===== src/sv/mbl_div.sv =====
// Pipelined restoring divider, one quotient bit per stage.
// The quotient must fit in QW bits, so the numerator bits above QW are
// already smaller than the divisor.
module mbl_div #(
  parameter int unsigned NW = 40,
  parameter int unsigned QW = 24,
  parameter int unsigned DW = 12
) (
  input  logic          clk_i,
  input  logic          en_i,
  input  logic [NW-1:0] num_i,
  input  logic [DW-1:0] den_i,
  output logic [QW-1:0] quo_o
);

  logic [DW-1:0] rem_q  [QW];
  logic [DW-1:0] den_q  [QW];
  logic [QW-1:0] bits_q [QW+1];
  logic [NW-1:0] num_hi;

  assign num_hi = num_i >> QW;

  always_ff @(posedge clk_i) begin
    if (en_i) begin
      rem_q[0]  <= num_hi[DW-1:0];
      den_q[0]  <= den_i;
      bits_q[0] <= num_i[QW-1:0];
    end
  end

  for (genvar k = 0; k < QW; k++) begin : g_stage
    logic [DW:0] trial;
    logic [DW:0] diff;
    logic        ge;

    assign trial = {rem_q[k], bits_q[k][QW-1]};
    assign diff  = trial - {1'b0, den_q[k]};
    assign ge    = (trial >= {1'b0, den_q[k]});

    always_ff @(posedge clk_i) begin
      if (en_i) begin
        bits_q[k+1] <= {bits_q[k][QW-2:0], ge};
      end
    end

    if (k < QW - 1) begin : g_carry
      always_ff @(posedge clk_i) begin
        if (en_i) begin
          rem_q[k+1] <= ge ? diff[DW-1:0] : trial[DW-1:0];
          den_q[k+1] <= den_q[k];
        end
      end
    end
  end

  assign quo_o = bits_q[QW];

endmodule


===== config.mk =====
export PLATFORM = sky130hd
export DESIGN_NAME = mbl_div
export DESIGN_NICKNAME = d
export VERILOG_FILES = /design/src/sv/mbl_div.sv
export SDC_FILE = /design/constraint.sdc
export NUM_CORES = 1
export LEC_CHECK = 0
export BUFFER_PORTS_ARGS = -buffer_cell sky130_fd_sc_hd__buf_2
export CAP_MARGIN = 20
export CORE_AREA = 5 5 374 266
export DETAILED_ROUTE_END_ITERATION = 10
export DIE_AREA = 0 0 379 271
export PLACE_DENSITY = 0.72
export SYNTH_ARGS = -nofsm -noshare
export SYNTH_HDL_FRONTEND = slang
export SYNTH_SLANG_ARGS = --single-unit

===== constraint.sdc =====
create_clock -name clk_i -period 4.2 [get_ports clk_i]
set_clock_uncertainty 0.15 [all_clocks]
set_input_delay 0.84 -clock clk_i [delete_from_list [all_inputs] [get_ports clk_i]]
set_output_delay 0.84 -clock clk_i [all_outputs]
set_load 0.02 [all_outputs]

# After elaboration in Yosys (flattened, before gate mapping)
# Memory sizes are Yosys's and may differ from the RTL's.
# Index checks and enable logic that the tools add are counted.
[totals]
reg_bits = 0
output_inout_bits = 24
input_bits = 54
mem_count = 3
wordCells = 75
ramBits = 1176
[op_classes]
magnitude_cmp = 24
add_sub_neg = 23
mux = 25
[memory_table]
columns = ["name", "depth", "width", "read_ports", "rd_clocked_by_memory_dff", "wr", "line", "source"]
rows = [
  ["bits_q", 25, 24, 25, 0, 25, "18", "logic [QW-1:0] bits_q [QW+1];"],
  ["den_q", 24, 12, 24, 0, 24, "17", "logic [DW-1:0] den_q [QW];"],
  ["rem_q", 24, 12, 24, 0, 24, "16", "logic [DW-1:0] rem_q [QW];"],
]
[ops]
columns = ["cell", "count"]
rows = [
  ["$ge 13x12->1", 24],
  ["$mux 12", 23],
  ["$sub 12x12->12", 23],
  ["$mux 1", 2],
]

# Depth between registers and ports, before layout
# An unclocked memory read counts as a cell.
[logic_depth]
ltp_word = 3
mapped_depth = 10
mapped_depth_nobuf = 10

# Worst setup path before layout
# No wires, ideal clock.
[synth_path]
path_type = "register to register"
startpoint = "memory den_q[3][1]"
endpoint = "memory rem_q[4][4] (netlist: rem_q[0][52]) (data pin)"
t_arrival_ps = 2595
stages_incl_launch_ff = 11
setup_ps = 260
slack_ps = 1195
required_ps = 3790
synth_period_minus_slack_ps = 3005
cell_sequence = "edfxtp_1 -> inv_1 -> ha_1 -> nor2b_4 -> o31a_1 -> or3_1 -> a21oi_4 -> a21oi_2 -> a2111oi_4 -> buf_6 -> mux2_2"
[synth_lines]
columns = ["element", "line"]
rows = [
  ["from (decl)", "17"],
  ["to (decl)", "16"],
]

==> impl_metrics.yaml <==
setup_path:
  arrival_ns: 3.83
  slowest_delay_ns: 0.66
  r2r-start: "den_q[0][1]$_DFFE_PP_"
  start_kind: "register"
  cpMaxStageDelayCell: "a211oi_4"
  startpoint: "den_q[0][1]$_DFFE_PP_"
  crit_type: "register to register"
  end_kind: "register"
  cp_top_family: "compound AO/OA/AOI/OAI gates"
  crit_path_cell_trace: "inv_1 -> ha_1 -> nor2b_1 -> o31a_1 -> o31ai_2 -> a31oi_1 -> a211o_1 -> a211oi_4 -> mux2_2"
  rrSetupSlack_ns: 0.66
  cp_max_fo: 12
  critPathBufInv: 1
  critical_path_required_ns: 4.49
synthesis:
  synth_area_leader_cell: "edfxtp_1"
  avgSynthCellArea_um2: 15.1
  yosysSeqAreaShare: 0.679
  synth_area_mm2: 0.0520
  syn_nets: 3803
  synth_top_area_frac: 0.679
  ys_ff_latch: 1176
  ys.flop_type: "edfxtp_1"
  async_reset_ff_frac: 0
  yosysWarnings: 0
  synth_edf_count: 1176
  synth_area_leaders: "edfxtp_1 (68%), ha_1 (6.9%), mux2_2 (4.4%), inv_1 (2.7%), a21oi_1 (1.6%)"
  postSynthCellCount: 3438
  ys_types: 60
clocking:
  cts_tree: "yes"
  cts.repair.resized: 0
  clk_pin_slew_ns: 0.06
  cts_hold_buffers: 0
  root_buffer: "clkbuf_16"
  numCtsBuffers: 108
  cts.path.max_buffers: 3
  cts_setup_buffers: 0
  clock-sinks: 1176
  cts_max_level: 3
  clk_latency_ns: 0.69
timing:
  fin_crit_ns: 3.54
  setup_viol: 0
  relSlewSlack: 0.425
  fmax_ghz: 0.282
  setup_tns_ns: 0
  rsz0062_at_grt: "false"
  worstMarginPinSlew_ns: 0.840
  period_share: 0.843
  hold_viol: 0
  holdWs_ns: 0.176
  maxSlewViolCount: 0
placed_design:
  io_buffers: 73
  dpl.hpwl_um: 55900
  gp_congestion: 0.852
  dpl_cell_area_mm2: 0.0544
global_route:
  grt_max_degree: 105
  grt-busiest-layer: "met1"
  overflow: 0
  grt_pass1_vias: 26300
  grtUsageMet1: 0.258
  grtUsageMet3: 0.0324
  antenna_found_initial: 0
  grt_pass1_wl_um: 137000
  track_usage: 0.162
  use_met2: 0.229
power_and_ir_drop:
  powerDensity_mw_per_mm2: 685
  cellLeakagePower_nw: 22.6
  ir_drop_mv: 0.372
job:
  cap_viol_max_count: 0
floorplan:
  io_pins: 78
  core.rowCount: 95
  die_h_um: 271
  die_w_um: 379
  fp.dieArea_mm2: 0.103
  start_util: 0.546
  core_mm2: 0.0953
final_layout:
  multi_input_area_mm2: 0.0152
  drive_gt1_frac: 0.144
  diodes: 0
  num-fill-cells: 7144
  seqCellArea_mm2: 0.0353
  area_delta_synth_final_pct: 11.3
  nNetsFinal: 4008
  final_area_mm2: 0.0579
drt:
  num_vias: 27100
  via_per_inst: 5.43
  final_antenna_net_count: 0
  drt_pass1_iterations: 5
  routedWlPerCell_um: 16.5
  drc: 0
  drt_first_iter_violations: 2288
  routed_wl_um: 82600
outcome:
  status: "completed"
worst_hold_path:
  hold_class: "input pin to register"
  min_from: "num_i[31]"
## layer usage
metal	wire (um)	part of all wire	vias up
met3	4320	0.052	122
met4	1450	0.017	0
li1	-	-	13300
met2	35000	0.42	546
met1	41800	0.51	13100
met5	0	0	-
## power breakdown
| part | internal [mW] | switching [mW] |
|---|---|---|
| Sequential | 15.9 | 0.950 |
| Combinational | 6.48 | 6.72 |
| Clock | 5.47 | 4.17 |
## cell usage after synthesis, types with 19 or more instances
cell type and number:
edfxtp_1 1176, inv_1 370, ha_1 288, mux2_2 205, a21oi_1 165, nor2_1 121, o21ai_0 116, a21o_1 109
xnor2_1 94, xor2_1 88, nand2_1 84, nand3_1 71, nor2b_1 57, mux2i_1 42, nand2b_1 40, o21a_1 40
and3_1 32, a31oi_1 27, a2111oi_0 26, nor3_1 25, o31a_1 25, fa_1 23, o311ai_0 20, o41a_1 19
## registers in the layout (all words and copies together), names as in the netlist
name    count
den_q     288
bits_q    600
rem_q     288
## layout make-up
cell class / instances / area share
clock buffers: 141 / 0.0499
clock inverters: 56 / 0.00998
inverters: 370 / 0.0240
multi-input cells: 1858 / 0.263
flip-flops and latches: 1176 / 0.610
well taps: 1261 / 0.0272
repair buffers: 129 / 0.0160
## worst paths after layout
check / cells after the start / to
min: 1 / rem_q[0][7]$_DFFE_PP_
min reg2reg: 0 / bits_q[13][19]$_DFFE_PP_
max: 9 / rem_q[0][21]$_DFFE_PP_
max reg2reg: 9 / rem_q[0][21]$_DFFE_PP_
## cell usage in the layout (no fill, tap or decap), types with 20 or more instances in the layout
cell          n
edfxtp_1   1176
inv_1       370
ha_1        288
mux2_2      205
a21oi_1     165
nor2_1      121
o21ai_0     116
clkbuf_16   111
a21o_1      109
xnor2_1      94
xor2_1       88
nand2_1      84
buf_2        72
nand3_1      71
nor2b_1      57
buf_4        44
mux2i_1      42
o21a_1       40
nand2b_1     40
and3_1       32
clkbuf_1     30
a31oi_1      27
a2111oi_0    26
o31a_1       25
nor3_1       25
fa_1         23
o311ai_0     20
## logic make-up after synthesis
group                      count (synthesis)  synth area share
AOI/OAI and AO/OA                        606            0.0785
xor gates and xnor gates                 182            0.0306
adders and majority gates                311            0.0781
buffers and inverters                    404            0.0304
DFF                                     1176             0.679
muxes                                    254            0.0545
and+or+nand+nor                          505            0.0494
## stage by stage
step	worst slack, ns	util	std cells	total power, mW
final	0.659	0.607	4991	39.7
after global routing	0.477	0.607	4991	42.2
after CTS	0.670	0.607	4990	39.9
after detailed placement	0.690	0.571	4793	30.0
after global placement	0.678	0.571	4791	29.6
after floorplan	1.20	-	3438	26.9
Power figures use the tool's default switching activity.
